[config.mk]
export PLATFORM = sky130hd
export DESIGN_NAME = one_wire_temp_sensor_master
export DESIGN_NICKNAME = d
export VERILOG_FILES = /design/src/owtsm_pkg.sv /design/src/one_wire_temp_sensor_master.sv /design/src/owtsm_front.sv /design/src/owtsm_back.sv
export VERILOG_INCLUDE_DIRS = /design/src /design/src/src
export SDC_FILE = /design/constraint.sdc
export NUM_CORES = 1
export LEC_CHECK = 0
export BUFFER_PORTS_ARGS = -buffer_cell sky130_fd_sc_hd__buf_2
export CAP_MARGIN = 0
export CELL_PAD_IN_SITES_DETAIL_PLACEMENT = 0
export CELL_PAD_IN_SITES_GLOBAL_PLACEMENT = 1
export CORE_UTILIZATION = 46
export DETAILED_ROUTE_END_ITERATION = 8
export PLACE_DENSITY = 0.85
export SLEW_MARGIN = 20
export SYNTH_ARGS = -nofsm -noshare
export SYNTH_HDL_FRONTEND = slang
export SYNTH_SLANG_ARGS = --single-unit
[constraint.sdc]
create_clock -name clk -period 6.2 [get_ports clk]
set_input_delay 1.24 -clock clk [delete_from_list [all_inputs] [get_ports clk]]
set_output_delay 1.24 -clock clk [all_outputs]
set_load 0.005 [all_outputs]
[src/assert_macros.svh]
// Assertion macros for the RTL file that carries checks.
// No dependencies; include once per file that asserts.
`ifndef ASSERT_MACROS_SVH
`define ASSERT_MACROS_SVH

// Same-cycle implication, sampled on clk, quiet while in reset.
`define ASSERT_IMPL(label, ante, cons, msg) \
  label: assert property (@(posedge clk) disable iff (!rst_n) (ante) |-> (cons)) \
    else $error(msg);

// Next-cycle implication, sampled on clk, quiet while in reset.
`define ASSERT_NEXT(label, ante, cons, msg) \
  label: assert property (@(posedge clk) disable iff (!rst_n) (ante) |=> (cons)) \
    else $error(msg);

`endif

[src/owtsm_pkg.sv]
// Shared types and constants for the 1-Wire bus master.
// No dependencies.
package owtsm_pkg;

  localparam logic [2:0] MODE_TICK      = 3'd0;
  localparam logic [2:0] MODE_BUS_RESET = 3'd1;
  localparam logic [2:0] MODE_WRITE     = 3'd2;
  localparam logic [2:0] MODE_READ      = 3'd3;
  localparam logic [2:0] MODE_CONVERT   = 3'd4;
  localparam logic [2:0] MODE_READ_TEMP = 3'd5;

  localparam logic [1:0] ST_OK          = 2'd0;
  localparam logic [1:0] ST_NO_PRESENCE = 2'd1;
  localparam logic [1:0] ST_REJECTED    = 2'd2;

  localparam logic [7:0] CMD_SKIP_ROM   = 8'hCC;
  localparam logic [7:0] CMD_CONVERT_T  = 8'h44;
  localparam logic [7:0] CMD_READ_PAD   = 8'hBE;

  localparam int         TIMER_W        = 9;
  localparam logic [8:0] T_RESET_LOW    = 9'd480;
  localparam logic [8:0] T_PRESENCE     = 9'd70;
  localparam logic [8:0] T_RESET_END    = 9'd480;
  localparam logic [8:0] T_SLOT         = 9'd70;
  localparam logic [8:0] T_W1_LOW       = 9'd6;
  localparam logic [8:0] T_W0_LOW       = 9'd60;
  localparam logic [8:0] T_R_LOW        = 9'd6;
  localparam logic [8:0] T_R_SAMPLE     = 9'd15;

  typedef enum logic [1:0] {
    KIND_TICK,
    KIND_CMD,
    KIND_NONE
  } kind_t;

  typedef struct packed {
    kind_t      kind;
    logic [2:0] mode;
    logic [7:0] write_data;
    logic       line_sample;
  } item_t;

endpackage

[src/one_wire_temp_sensor_master.sv]
// 1-Wire bus master: one result word per input word (tick, command or other mode).
// Path: the word enters the queue at its accepting edge and the sequencer
// result register loads from the queue head when the output is not stalled.
// Throughput: one word per cycle unless the output stalls; a two-entry queue
// between front and sequencer stalls the input only when both entries are held.
// Reset (rst_n low, synchronous): queue empty, sequencer idle, result register empty.
`include "assert_macros.svh"

module one_wire_temp_sensor_master (
  input  logic               clk,
  input  logic               rst_n,
  input  logic               in_valid,
  output logic               in_stall,
  input  logic [2:0]         in_mode,
  input  logic [7:0]         in_write_data,
  input  logic               in_line_sample,
  output logic               out_valid,
  input  logic               out_stall,
  output logic               out_drive_low,
  output logic               out_busy_res,
  output logic               out_done_res,
  output logic [1:0]         out_status,
  output logic [7:0]         out_read_data,
  output logic signed [15:0] out_temperature_raw
);
  import owtsm_pkg::*;

  item_t q_item;
  logic  q_valid;
  logic  q_pop;

  owtsm_front u_front (
    .clk            (clk),
    .rst_n          (rst_n),
    .in_valid       (in_valid),
    .in_stall       (in_stall),
    .in_mode        (in_mode),
    .in_write_data  (in_write_data),
    .in_line_sample (in_line_sample),
    .q_item         (q_item),
    .q_valid        (q_valid),
    .q_pop          (q_pop)
  );

  owtsm_back u_back (
    .clk                 (clk),
    .rst_n               (rst_n),
    .q_item              (q_item),
    .q_valid             (q_valid),
    .q_pop               (q_pop),
    .out_valid           (out_valid),
    .out_stall           (out_stall),
    .out_drive_low       (out_drive_low),
    .out_busy_res        (out_busy_res),
    .out_done_res        (out_done_res),
    .out_status          (out_status),
    .out_read_data       (out_read_data),
    .out_temperature_raw (out_temperature_raw)
  );

  // a full queue always has a word for the sequencer
  `ASSERT_IMPL(a_stall_has_word, in_stall, q_valid, "input stalled with empty queue")
  // a word taken from the queue always lands in the result register
  `ASSERT_NEXT(a_pop_loads_out, q_pop, out_valid, "popped word lost before output")
  // finishing word ends the busy period
  `ASSERT_IMPL(a_done_not_busy, out_valid && out_done_res, !out_busy_res,
               "done word reports busy")
  // data fields only carry values on a finishing word
  `ASSERT_IMPL(a_data_only_on_done, out_valid && !out_done_res,
               out_read_data == 8'd0 && out_temperature_raw == 16'sd0,
               "data on a word without done")

endmodule

[src/owtsm_front.sv]
// Front end: takes input words, classifies them and holds them in a
// two-entry queue for the sequencer. Depends on owtsm_pkg.
module owtsm_front (
  input  logic              clk,
  input  logic              rst_n,
  input  logic              in_valid,
  output logic              in_stall,
  input  logic [2:0]        in_mode,
  input  logic [7:0]        in_write_data,
  input  logic              in_line_sample,
  output owtsm_pkg::item_t  q_item,
  output logic              q_valid,
  input  logic              q_pop
);
  import owtsm_pkg::*;

  localparam int QDEPTH = 2;

  item_t      slot_r [QDEPTH];
  logic       wr_ptr_r;
  logic       rd_ptr_r;
  logic [1:0] count_r;
  logic [1:0] count_nxt;
  item_t      cls_item;
  logic       push;

  always_comb begin
    cls_item.mode        = in_mode;
    cls_item.write_data  = in_write_data;
    cls_item.line_sample = in_line_sample;
    if (in_mode == MODE_TICK) begin
      cls_item.kind = KIND_TICK;
    end else if (in_mode <= MODE_READ_TEMP) begin
      cls_item.kind = KIND_CMD;
    end else begin
      cls_item.kind = KIND_NONE;
    end
  end

  assign in_stall = (count_r == 2'(QDEPTH));
  assign push     = in_valid && !in_stall;
  assign q_valid  = (count_r != 2'd0);
  assign q_item   = slot_r[rd_ptr_r];

  always_comb begin
    count_nxt = count_r;
    if (push && !q_pop) begin
      count_nxt = count_r + 2'd1;
    end else if (!push && q_pop) begin
      count_nxt = count_r - 2'd1;
    end
  end

  always_ff @(posedge clk) begin
    if (!rst_n) begin
      wr_ptr_r <= 1'b0;
      rd_ptr_r <= 1'b0;
      count_r  <= 2'd0;
    end else begin
      count_r <= count_nxt;
      if (push) begin
        wr_ptr_r <= ~wr_ptr_r;
      end
      if (q_pop) begin
        rd_ptr_r <= ~rd_ptr_r;
      end
    end
  end

  always_ff @(posedge clk) begin
    if (push) begin
      slot_r[wr_ptr_r] <= cls_item;
    end
  end

endmodule

[src/owtsm_back.sv]
// Back end: bus sequencer (reset pulse, write and read slots, command
// chains) with a registered result stage. Depends on owtsm_pkg.
module owtsm_back (
  input  logic               clk,
  input  logic               rst_n,
  input  owtsm_pkg::item_t   q_item,
  input  logic               q_valid,
  output logic               q_pop,
  output logic               out_valid,
  input  logic               out_stall,
  output logic               out_drive_low,
  output logic               out_busy_res,
  output logic               out_done_res,
  output logic [1:0]         out_status,
  output logic [7:0]         out_read_data,
  output logic signed [15:0] out_temperature_raw
);
  import owtsm_pkg::*;

  typedef enum logic [2:0] {
    PH_IDLE,
    PH_RST_LOW,
    PH_RST_WAIT,
    PH_WBIT,
    PH_RBIT
  } phase_t;

  phase_t               phase_r, phase_nxt;
  logic [TIMER_W-1:0]   slot_r, slot_nxt, t_inc;
  logic [2:0]           bit_r, bit_nxt;
  logic [2:0]           step_r, step_nxt;
  logic [7:0]           shift_r, shift_nxt;
  logic [7:0]           low_r, low_nxt;
  logic [2:0]           cmd_r, cmd_nxt;
  logic                 pres_r, pres_nxt;

  logic                 valid_r;
  logic                 drive_r, busy_r, done_r;
  logic [1:0]           status_r;
  logic [7:0]           read_r;
  logic [15:0]          temp_r;

  logic                 busy, fin, bdone;
  logic                 o_drive, o_busy, o_done;
  logic [1:0]           o_status;
  logic [7:0]           o_read;
  logic [15:0]          o_temp;

  function automatic logic drive_level(phase_t ph, logic [TIMER_W-1:0] t, logic b0);
    logic lvl;
    lvl = 1'b0;
    case (ph)
      PH_RST_LOW: lvl = 1'b1;
      PH_WBIT:    lvl = (t < (b0 ? T_W1_LOW : T_W0_LOW));
      PH_RBIT:    lvl = (t < T_R_LOW);
      default:    lvl = 1'b0;
    endcase
    return lvl;
  endfunction

  assign busy  = (phase_r != PH_IDLE);
  assign q_pop = q_valid && (!valid_r || !out_stall);
  assign t_inc = slot_r + 9'd1;

  always_comb begin
    phase_nxt = phase_r;
    slot_nxt  = slot_r;
    bit_nxt   = bit_r;
    step_nxt  = step_r;
    shift_nxt = shift_r;
    low_nxt   = low_r;
    cmd_nxt   = cmd_r;
    pres_nxt  = pres_r;
    fin       = 1'b0;
    bdone     = 1'b0;
    o_drive   = 1'b0;
    o_busy    = 1'b0;
    o_done    = 1'b0;
    o_status  = ST_OK;
    o_read    = 8'd0;
    o_temp    = 16'd0;

    unique case (q_item.kind)
      KIND_TICK: begin
        if (busy) begin
          slot_nxt = t_inc;
          case (phase_r)
            PH_RST_LOW: begin
              if (t_inc >= T_RESET_LOW) begin
                phase_nxt = PH_RST_WAIT;
                slot_nxt  = '0;
              end
            end
            PH_RST_WAIT: begin
              if (t_inc == T_PRESENCE) begin
                pres_nxt = ~q_item.line_sample;
              end
              if (t_inc >= T_RESET_END) begin
                if (!pres_nxt) begin
                  fin      = 1'b1;
                  o_status = ST_NO_PRESENCE;
                end else if (cmd_r == MODE_BUS_RESET) begin
                  fin = 1'b1;
                end else begin
                  step_nxt  = 3'd1;
                  shift_nxt = CMD_SKIP_ROM;
                  bit_nxt   = 3'd0;
                  slot_nxt  = '0;
                  phase_nxt = PH_WBIT;
                end
              end
            end
            PH_WBIT: begin
              if (t_inc >= T_SLOT) begin
                shift_nxt = shift_r >> 1;
                bit_nxt   = bit_r + 3'd1;
                slot_nxt  = '0;
                bdone     = (bit_r == 3'd7);
              end
            end
            PH_RBIT: begin
              if (t_inc == T_R_SAMPLE) begin
                shift_nxt = {q_item.line_sample, shift_r[7:1]};
              end
              if (t_inc >= T_SLOT) begin
                bit_nxt  = bit_r + 3'd1;
                slot_nxt = '0;
                bdone    = (bit_r == 3'd7);
              end
            end
            default: begin
              phase_nxt = PH_IDLE;
              slot_nxt  = '0;
            end
          endcase

          // end of a byte: chain to the next byte of the command or finish
          if (bdone) begin
            case (cmd_r)
              MODE_READ: begin
                fin    = 1'b1;
                o_read = shift_nxt;
              end
              MODE_CONVERT: begin
                if (step_r == 3'd1) begin
                  step_nxt  = 3'd2;
                  shift_nxt = CMD_CONVERT_T;
                  phase_nxt = PH_WBIT;
                end else begin
                  fin = 1'b1;
                end
              end
              MODE_READ_TEMP: begin
                if (step_r == 3'd1) begin
                  step_nxt  = 3'd2;
                  shift_nxt = CMD_READ_PAD;
                  phase_nxt = PH_WBIT;
                end else if (step_r == 3'd2) begin
                  step_nxt  = 3'd3;
                  shift_nxt = 8'd0;
                  phase_nxt = PH_RBIT;
                end else if (step_r == 3'd3) begin
                  low_nxt   = shift_nxt;
                  step_nxt  = 3'd4;
                  shift_nxt = 8'd0;
                  phase_nxt = PH_RBIT;
                end else begin
                  fin    = 1'b1;
                  o_temp = {shift_nxt, low_r};
                end
              end
              default: fin = 1'b1;
            endcase
          end

          if (fin) begin
            phase_nxt = PH_IDLE;
            slot_nxt  = '0;
            o_done    = 1'b1;
          end else begin
            o_drive = drive_level(phase_nxt, slot_nxt, shift_nxt[0]);
            o_busy  = 1'b1;
          end
        end
      end
      KIND_CMD: begin
        if (busy) begin
          o_drive  = drive_level(phase_r, slot_r, shift_r[0]);
          o_busy   = 1'b1;
          o_status = ST_REJECTED;
        end else begin
          cmd_nxt  = q_item.mode;
          step_nxt = 3'd0;
          pres_nxt = 1'b0;
          bit_nxt  = 3'd0;
          slot_nxt = '0;
          if (q_item.mode == MODE_WRITE) begin
            shift_nxt = q_item.write_data;
            phase_nxt = PH_WBIT;
          end else if (q_item.mode == MODE_READ) begin
            shift_nxt = 8'd0;
            phase_nxt = PH_RBIT;
          end else begin
            phase_nxt = PH_RST_LOW;
          end
          o_drive = drive_level(phase_nxt, slot_nxt, shift_nxt[0]);
          o_busy  = 1'b1;
        end
      end
      default: begin
        o_drive = drive_level(phase_r, slot_r, shift_r[0]);
        o_busy  = busy;
      end
    endcase
  end

  always_ff @(posedge clk) begin
    if (!rst_n) begin
      phase_r <= PH_IDLE;
      slot_r  <= '0;
      bit_r   <= 3'd0;
      step_r  <= 3'd0;
      shift_r <= 8'd0;
      low_r   <= 8'd0;
      cmd_r   <= 3'd0;
      pres_r  <= 1'b0;
      valid_r <= 1'b0;
    end else begin
      if (q_pop) begin
        phase_r  <= phase_nxt;
        slot_r   <= slot_nxt;
        bit_r    <= bit_nxt;
        step_r   <= step_nxt;
        shift_r  <= shift_nxt;
        low_r    <= low_nxt;
        cmd_r    <= cmd_nxt;
        pres_r   <= pres_nxt;
        valid_r  <= 1'b1;
        drive_r  <= o_drive;
        busy_r   <= o_busy;
        done_r   <= o_done;
        status_r <= o_status;
        read_r   <= o_read;
        temp_r   <= o_temp;
      end else if (!out_stall) begin
        valid_r <= 1'b0;
      end
    end
  end

  assign out_valid           = valid_r;
  assign out_drive_low       = drive_r;
  assign out_busy_res        = busy_r;
  assign out_done_res        = done_r;
  assign out_status          = status_r;
  assign out_read_data       = read_r;
  assign out_temperature_raw = signed'(temp_r);

endmodule
==> results of run 1 <==
[cells in the mapped netlist (12+ instances only)]
| cell type | count | share of area |
|---|---|---|
| mux2i_1 | 12 | 0.023 |
| nand3_1 | 12 | 0.011 |
| o21ai_0 | 31 | 0.030 |
| a21oi_1 | 39 | 0.037 |
| clkbuf_1 | 18 | 0.013 |
| dfxtp_1 | 44 | 0.17 |
| nor2_1 | 74 | 0.053 |
| nand2_1 | 43 | 0.031 |
| edfxtp_1 | 57 | 0.33 |
| inv_1 | 14 | 0.010 |
[path summary, 6_finish.rpt]
path                                    end  slack [ps]
min            u_back.low_r[6]$_SDFFE_PN0P_         470
max reg2reg  u_back.out_drive_low$_DFFE_PP_        1050
min reg2reg    u_back.low_r[6]$_SDFFE_PN0P_         470
max          u_back.out_drive_low$_DFFE_PP_        1050
[worst reg2reg max path: cells and delay by family, from the launching register on]
family                   cells  cell delay (ps)
AO/OA/AOI/OAI                7             1860
adder cells (fa/ha/maj)      2              730
AND/OR/NAND/NOR              7             1900
flip-flops                   1              520
[final cells by class]
type / count / area [um2]
Clock buffer: 10 / 229
Clock inverter: 6 / 46.3
Fill cell: 992 / 5150
Inverter: 15 / 56.3
Multi-Input combinational cell: 400 / 2490
Sequential cell: 101 / 2590
Tap cell: 140 / 175
Timing Repair Buffer: 48 / 245
[through the flow]
stage / setup WS [ps] / hold WS (ps) / area, um2 / instances
2_1_floorplan: 1920 / 432 / 5260 / 543
4_1_cts: 1090 / 461 / 5830 / 720
3_5_place_dp: 1150 / 451 / 5560 / 704
3_3_place_gp: 1360 / 445 / 5560 / 704
6_report: 1050 / 466 / 5840 / 720
5_1_grt: 732 / 506 / 5840 / 720
[cells by family after synthesis]
logic type               after synthesis
XOR/XNOR                               7
adder cells (fa/ha/maj)               11
AO/OA/AOI/OAI                        155
AND/OR/NAND/NOR                      212
multiplexers                          15
flip-flops                           101
buffers and inverters                 42
[routing by layer]
layer,GRT usage,vias up,share of wire
met5,0,-,0
met4,0.0743,0,0.014
met3,0.0359,11,0.065
met2,0.346,140,0.45
met1,0.322,2011,0.47
li1,-,2081,-
[registers in the layout (all words and copies together) (netlist names), 3 cells and up, named ones only]
signal	flops
u_front.slot_r	28
u_back.out_temperature_raw	16
u_back.slot_r	9
u_back.low_r	8
u_back.out_read_data	8
u_back.shift_r	8
u_back.bit_r	3
u_back.cmd_r	3
u_back.phase_r	3
u_back.step_r	3
[power groups by stage]
stage	Clock (mW)	Combinational [mW]	Sequential, mW
detailed placement	0	0.503	0.937
global route	0.573	0.562	0.937
floorplan	0	0.362	0.903
global placement	0	0.496	0.932
finish	0.538	0.507	0.923
CTS	0.545	0.506	0.922
[placed cells by master, fill, tap and decap left out, types with 11 or more instances in the layout]
master,n
nor2_1,72
edfxtp_1,57
buf_2,46
dfxtp_1,44
nand2_1,43
a21oi_1,39
o21ai_0,31
inv_1,14
nand3_1,12
mux2i_1,12
or3_1,11
a211oi_1,11
ha_1,11
==> metrics.md, run 1 <==
| Metric | Value |
|---|---|
| Max Transition Viols Final | `0` |
| Row Count | `38` |
| CTS Root Cell | `clkbuf_16` |
| CP Cell Sequence | `ha_1 > and2b_1 > nor2_1 > or4_1 > or4b_4 > a2111oi_4 > o21ai_2 > a22oi_2 > nor2_1 > ha_1 > a21oi_1 > nor2b_1 > or4_1 > a21oi_1 > o211ai_1 > o211ai_1` |
| F_max | `194 MHz` |
| I/O pins | `47` |
| Slew @ Worst Pin | `970 ps` |
| Syn_nets | `570` |
| Cell depth of the worst hold path | `2` |
| Core area | `11000 um2` |
| Stages on worst setup path | `16` |
| Worst setup startpoint | `u_back.slot_r[1]$_SDFFE_PN0P_` |
| Max IR drop VDD | `306 uV` |
| Combinational family with the most area after synthesis | `compound AO/OA/AOI/OAI gates` |
| Fin crit period | `5150 ps` |
| H-tree depth | `3` |
| Final core utilization | `0.531` |
| Area share of fa/ha/maj cells after synthesis | `0.0262` |
| Initial antenna violation count | `0` |
| Post-CTS setup buffer count | `0` |
| Post-synth EDFFs | `57` |
| Post-synth top flop | `edfxtp_1` |
| Leakage power | `2.07 nW` |
| Clk_skew | `10.5 ps` |
| Launch point of the worst hold path | `u_back.low_r[6]$_SDFFE_PN0P_` |
| Endpoints failing setup | `0` |
| Unique masters post-synth | `74` |
| Syn Std Cell Area | `5260 um2` |
| Yosys reg bits | `101` |
| Share of synthesized flip-flops with an asynchronous set or reset | `0` |
| P_int | `1.31 mW` |
| Cts hold-fix bufs | `0` |
| Final Cycle Share | `0.831` |
| Via count | `4243` |
| Power Dens Cells | `337 nW/um2` |
| Setup TNS | `0 ps` |
| Die X | `109 um` |
| Antenna Nets Post-Route | `0` |
| Largest net degree at the start of global routing | `35` |
| GR Overflow Total | `0` |
| Worst hold path class | `reg2reg` |
| Multiplexer share of the synthesized area | `0.0293` |
| Initial DRC Count | `422` |
| Die ar. | `11900 um2` |
| Status | `finished clean` |
| CP Launch Type | `flip-flop` |
| Required @ worst endpoint | `6390 ps` |
| Post-synthesis xor/xnor area fraction | `0.0117` |
| Worst R2R Path Depth | `16` |
| Critical setup path kind | `reg2reg` |
| Clock transition at path regs | `70 ps` |
| Slew margin rel. | `0.353` |
| Layout cells sized above 1 | `0.153` |
| Drt total wl | `12700 um` |
| Ant diodes | `0` |
| Die height | `109 um` |
| Post-CTS Resized | `0` |
| Psw | `661 uW` |
| CTS Sinks | `101` |
| Crit path max fanout | `10` |
| Area Overhead vs Synth | `11.0%` |
| First-pass DRT Iterations | `6` |
| Max_cap viols | `0` |
| Clock tree buffer depth | `2` |
| First-pass GRT wire length | `20100 um` |
| GRT Resource Usage Total | `0.225` |
| Post-DR wirelength/cell | `17.7 um` |
| Compound-cell area share of the yosys netlist | `0.203` |
| Total Nets Final | `602` |
| CTS tree | `built` |
| Routability cong. | `0.979` |
| Synth Area in Simple Gates | `0.203` |
| Max stage delay on crit path | `690 ps` |
| Vias in the first global route | `3839` |
| Drt via density | `5.89` |
| I/O Buffers | `46` |
| CP endpoint kind | `flip-flop` |
| R2R Path Start | `u_back.slot_r[1]$_SDFFE_PN0P_` |
| Switching share of power | `0.336` |
| Slowest cell on crit path | `a2111oi_4` |
| Worst path top cell family by delay | `simple AND/OR/NAND/NOR gates` |
| Worst-Skew Late Latency | `350 ps` |
| TritonCTS buffer count | `9` |
| Mapped Cells | `543` |
| WP buf/inv | `0` |
| Hold Fails Final Rpt | `0` |
| Comb pwr share | `0.258` |
| DP HPWL | `9330 um` |
| Power Total | `1.97 mW` |
| Sequential Power Share | `0.469` |
| Sequential fraction of the synthesis area | `0.493` |
| RSZ-0062 raised after global routing | `no` |
| YS warnings | `0` |
| Arrival @ worst endpoint | `5340 ps` |
| Post-Syn Area per Cell | `9.68 um2` |
| Initial core utilization | `0.479` |
| Clk pwr share | `0.273` |
| Residual DRC count | `0` |
(Power assumes the default switching activity.)
==> run 2, diff against run 1 <==
- CORE_UTILIZATION: 46 -> 42
- PLACE_DENSITY: 0.85 -> 0.82
- clock period: 6.2 -> 4.55 ns (I/O delays scaled with it)
==> run 2 against run 1 <==
Combinational power up 44%. Die area up 9.3%. Maximum frequency up 21%. Wire length up 1.0%. Clock skew up 2.7 ps. First-iteration DRC count down 24%. Hold slack better by 0.65 ps. Register-to-register slack worse by 770 ps. Sequential cell count unchanged. Cell count up 5.6%. Sequential share of layout area down 1.3 points. Largest cell class unchanged. Highest routed layer unchanged.
==> metrics.md, run 2 (same netlist as run 1, synthesis figures left out) <==
| Metric | Value |
|---|---|
| Status | `finished clean` |
| Worst setup startpoint | `u_back.slot_r[0]$_SDFFE_PN0P_` |
| CTS Root Cell | `clkbuf_16` |
| WHS | `467 ps` |
| Dpl cell area | `5680 um2` |
| First-pass GRT wire length | `21000 um` |
| Total Nets Final | `614` |
| Final Cycle Share | `0.939` |
| I/O pins | `47` |
| Worst-Skew Late Latency | `360 ps` |
| CTS tree | `built` |
| Required @ worst endpoint | `4750 ps` |
| Worst hold path class | `reg2reg` |
| First-pass DRT Iterations | `5` |
| Hold Fails Final Rpt | `0` |
| CP endpoint kind | `flip-flop` |
| Max_cap viols | `0` |
| Crit path max fanout | `7` |
| R2R Path Start | `u_back.slot_r[0]$_SDFFE_PN0P_` |
| Worst path top cell family by delay | `simple AND/OR/NAND/NOR gates` |
| GRT Resource Usage Total | `0.211` |
| Arrival @ worst endpoint | `4470 ps` |
| DP HPWL | `9250 um` |
| Endpoints failing setup | `0` |
| Drt total wl | `12800 um` |
| Clk_skew | `13.2 ps` |
| # fillers | `1147` |
| Residual DRC count | `0` |
| Cts hold-fix bufs | `0` |
| CP Cell Sequence | `inv_1 > ha_1 > or4_1 > or4b_4 > a2111oi_4 > o21ai_2 > a22oi_2 > nor2_1 > ha_1 > a21oi_1 > nor2b_1 > or4_1 > a21oi_1 > o211ai_1 > o211ai_1` |
| Cell area after layout | `6020 um2` |
| Largest net degree at the start of global routing | `35` |
| Fin crit period | `4270 ps` |
| Slew @ Worst Pin | `795 ps` |
| Commonest non-fill, non-tap cell in the layout | `nor2_1` |
| I/O Buffers | `46` |
| Slew margin rel. | `0.468` |
| Final WS setup | `277 ps` |
| Leakage power | `2.15 nW` |
| Antenna Nets Post-Route | `0` |
| F_max | `234 MHz` |
| Ant diodes | `0` |
| Initial DRC Count | `320` |
| Pre-CTS setup slack | `92.3 ps` |
| Area Overhead vs Synth | `14.5%` |
| Post-CTS Resized | `0` |
| Clock transition at path regs | `80 ps` |
| Clock tree buffer depth | `2` |
| Layout cells sized above 1 | `0.184` |
| Slowest cell on crit path | `or4b_4` |
| Max IR drop VDD | `288 uV` |
| Biggest register | `u_front.slot_r` |
| Post-DR wirelength/cell | `16.9 um` |
| Post-CTS setup buffer count | `0` |
| Power Dens Cells | `460 nW/um2` |
| Routability cong. | `0.985` |
| Row Count | `40` |
| Die X | `114 um` |
| Initial antenna violation count | `0` |
| Die ar. | `13000 um2` |
| CP Launch Type | `flip-flop` |
| Vias in the first global route | `3995` |
| TritonCTS buffer count | `9` |
| Core area | `12100 um2` |
| CTS Sinks | `101` |
| Max Transition Viols Final | `0` |
| WP buf/inv | `1` |
| Most frequent cells in the layout | `nor2_1, edfxtp_1, buf_2, nand2_1, dfxtp_1` |
| Die height | `114 um` |
| Drt via density | `5.69` |
| H-tree depth | `3` |
| Launch point of the worst hold path | `u_back.low_r[6]$_SDFFE_PN0P_` |
| Critical setup path kind | `reg2reg` |
| Max stage delay on crit path | `550 ps` |
| Max reg flops | `28` |
| Via count | `4321` |
| GR Overflow Total | `0` |
| Initial core utilization | `0.434` |
==> run 2: path summary, 6_finish.rpt <==
check	to	slack, ps	depth (start not counted)
setup / recovery	u_back.out_drive_low$_DFFE_PP_	280	15
hold / removal	u_back.low_r[6]$_SDFFE_PN0P_	470	2
setup reg to reg	u_back.out_drive_low$_DFFE_PP_	280	15
hold reg to reg	u_back.low_r[6]$_SDFFE_PN0P_	470	2
==> run 2: through the flow <==
| step | power [mW] | std cells | setup TNS, ps | util |
|---|---|---|---|---|
| after floorplan | 1.72 | 543 | 0 | - |
| after global placement | 1.96 | 744 | 0 | 0.469 |
| after detailed placement | 1.97 | 744 | 0 | 0.469 |
| after CTS | 2.78 | 760 | 0 | 0.495 |
| after global routing | 2.91 | 760 | -2.15 | 0.497 |
| final | 2.77 | 760 | 0 | 0.497 |
==> run 2: metal layers <==
metal / track usage / vias up / wire length, um
met4: 0.0866 / 0 / 357
met1: 0.297 / 2025 / 5940
met3: 0.0420 / 29 / 829
met5: 0 / - / 0
li1: - / 2102 / -
met2: 0.320 / 165 / 5730
==> run 2: final cells by class <==
cell class	count	area (um2)	area share
flip-flops and latches	101	2600	0.431
multi-input cells	400	2510	0.417
repair buffers	60	335	0.0557
clock buffers	9	225	0.0374
well taps	168	210	0.0349
clock inverters	7	85.1	0.0141
inverters	15	56.3	0.00936
==> run 2: power breakdown <==
part	switching (mW)	total (mW)	internal, mW
sequential	0.0924	1.23	1.14
clock	0.370	0.806	0.436
combinational	0.452	0.729	0.277
total	0.915	2.77	1.85
==> run 2: tightest hold or removal path, delay by kind of cell, from the launching register on <==
family,cells,cell delay [ps]
AND/OR/NAND/NOR,1,50
AO/OA/AOI/OAI,1,50
flip-flops,1,320
==> run 3, diff against run 2 <==
- PLACE_DENSITY: 0.82 -> 0.81
- SYNTH_HIERARCHICAL: unset -> 1
==> run 3 against run 2 <==
Maximum frequency is 2.1% higher. Sequential share of layout area rose by 0.28 points. Global-route usage shrank 0.82 points. Register-to-register slack improved by 90 ps. Synthesized cell count decreased by 3.7%. Clock-buffer cell count is the same. Via count decreased by 5.6%. Clock skew decreased by 1.8 ps. Largest power group unchanged. Highest routed layer unchanged.
==> metrics.md, run 3 <==
| Metric | Value |
|---|---|
| Endpoints failing setup | `0` |
| Biggest register | `u_front/slot_r` |
| CTS tree | `built` |
| Max IR drop VDD | `349 uV` |
| Post-CTS setup buffer count | `0` |
| Slew @ Worst Pin | `882 ps` |
| H-tree depth | `3` |
| Initial core utilization | `0.438` |
| Arrival @ worst endpoint | `4390 ps` |
| Sequential fraction of the synthesis area | `0.487` |
| Post-DR wirelength/cell | `17.0 um` |
| Final core utilization | `0.491` |
| # fillers | `1103` |
| I/O pins | `47` |
| Status | `finished clean` |
| Syn Std Cell Area | `5320 um2` |
| Top post-synthesis cells by area | `edfxtp_1, dfxtp_1, a21oi_1` |
| First-pass GRT wire length | `20300 um` |
| Most numerous cell in the Yosys netlist | `edfxtp_1` |
| Row Count | `40` |
| Crit path max fanout | `10` |
| Area share of the largest cell type after synthesis | `0.322` |
| Post-CTS Resized | `0` |
| Setup TNS | `0 ps` |
| Die X | `115 um` |
| Drt via density | `5.59` |
| RSZ-0062 raised after global routing | `no` |
| Post-synth EDFFs | `57` |
| Max Transition Viols Final | `0` |
| Hold Fails Final Rpt | `0` |
| TritonCTS buffer count | `9` |
| Max reg flops | `28` |
| Critical setup path kind | `reg2reg` |
| Die height | `115 um` |
| Leakage power | `2.18 nW` |
| Residual DRC count | `0` |
| Antenna Nets Post-Route | `0` |
| Cts hold-fix bufs | `0` |
| Dpl cell area | `5660 um2` |
| Initial antenna violation count | `0` |
| YS warnings | `6` |
| I/O Buffers | `46` |
| Die ar. | `13100 um2` |
| Most frequent cells in the layout | `edfxtp_1, nor2_1, buf_2, dfxtp_1, a21oi_1` |
| Power Dens Cells | `449 nW/um2` |
| Clk_skew | `11.4 ps` |
| Max_cap viols | `0` |
| Clock transition at path regs | `70 ps` |
| Final WS setup | `365 ps` |
| DP HPWL | `8930 um` |
| Initial DRC Count | `378` |
| CTS Sinks | `101` |
| CTS Root Cell | `clkbuf_16` |
| Worst hold path class | `reg2reg` |
| Pre-CTS setup slack | `401 ps` |
| GR Overflow Total | `0` |
| Final Cycle Share | `0.920` |
| Ant diodes | `0` |
| Post-synth top flop | `edfxtp_1` |
| Synth area leader | `edfxtp_1` |
| Top cells by count, synth | `edfxtp_1, nor2_1, dfxtp_1` |
| F_max | `239 MHz` |
| Drt total wl | `12400 um` |
| Unique masters post-synth | `75` |
| Required @ worst endpoint | `4760 ps` |
| Core area | `12200 um2` |
| Total Nets Final | `584` |
| Clock tree buffer depth | `2` |
| CP Launch Type | `flip-flop` |
| Largest net degree at the start of global routing | `30` |
| Via count | `4079` |
| Mapped Cells | `523` |
| Vias in the first global route | `3871` |
| Syn_nets | `550` |
| CP endpoint kind | `flip-flop` |
| Cell area after layout | `5970 um2` |
| Yosys reg bits | `101` |
| Fin crit period | `4180 ps` |
| Worst-Skew Late Latency | `360 ps` |
| Commonest non-fill, non-tap cell in the layout | `edfxtp_1` |
| Share of synthesized flip-flops with an asynchronous set or reset | `0` |
| Area Overhead vs Synth | `12.2%` |
| Routability cong. | `0.916` |
| GRT Resource Usage Total | `0.203` |
| First-pass DRT Iterations | `5` |
| Post-Syn Area per Cell | `10.2 um2` |
| Slew margin rel. | `0.408` |
| Layout cells sized above 1 | `0.187` |
[run 3: worst paths after layout]
path | start | to | slack (ps) | depth (start not counted)
worst max-delay path | u_back/slot_r[1]$_SDFFE_PN0P_ | u_back/out_drive_low$_DFFE_PP_ | 370 | 15
worst min register to register | u_back/bit_r[2]$_SDFFE_PN0P_ | u_back/bit_r[2]$_SDFFE_PN0P_ | 480 | 2
worst min-delay path | u_back/bit_r[2]$_SDFFE_PN0P_ | u_back/bit_r[2]$_SDFFE_PN0P_ | 480 | 2
worst max register to register | u_back/slot_r[1]$_SDFFE_PN0P_ | u_back/out_drive_low$_DFFE_PP_ | 370 | 15
[run 3: stage by stage]
step,hold slack (ps),std cells,total power [mW]
after floorplan,449,523,1.69
after global placement,459,714,1.93
after detailed placement,467,714,1.94
after CTS,480,730,2.70
after global routing,494,730,2.84
final,478,730,2.68
[run 3: worst max-delay path, cell delays in order (launching register included)]
cell and delay (ps):
dfxtp_1 560, ha_2 350, nand3_1 200, nor2_1 200, xnor2_1 180, a211o_1 340, nand2_1 260, a221o_1 330
a21boi_1 380, ha_1 330, a21o_1 160, a21oi_1 200, nand2_1 70, o21ai_0 200, a311oi_2 130, nor2_1 150
[run 3: per-layer routing]
layer / part of all wire / GRT usage
met2: 0.45 / 0.317
met5: 0 / 0
met4: 0.023 / 0.0848
met3: 0.064 / 0.0355
met1: 0.46 / 0.279
[run 3: final cells by class]
type                    count  area, um2  share of cell area
multi-input cells         381       2550               0.427
repair buffers             51        268              0.0448
clock buffers               9        225              0.0377
flip-flops and latches    101       2590               0.434
well taps                 168        210              0.0352
clock inverters             7       76.3              0.0128
inverters                  13       48.8             0.00817
[run 3: where the power goes]
part / switching [mW] / total (mW) / internal, mW
Sequential: 0.0928 / 1.22 / 1.12
Clock: 0.373 / 0.761 / 0.388
Combinational: 0.425 / 0.705 / 0.281
Total: 0.891 / 2.68 / 1.79
[run 3: cell families after synthesis]
group	after synthesis	share of synthesized area
AO/OA/AOI/OAI	141	0.187
XOR/XNOR	12	0.0197
adder cells (fa/ha/maj)	12	0.0277
buffers and inverters	41	0.0355
flip-flops	101	0.487
multiplexers	21	0.0428
AND/OR/NAND/NOR	195	0.200
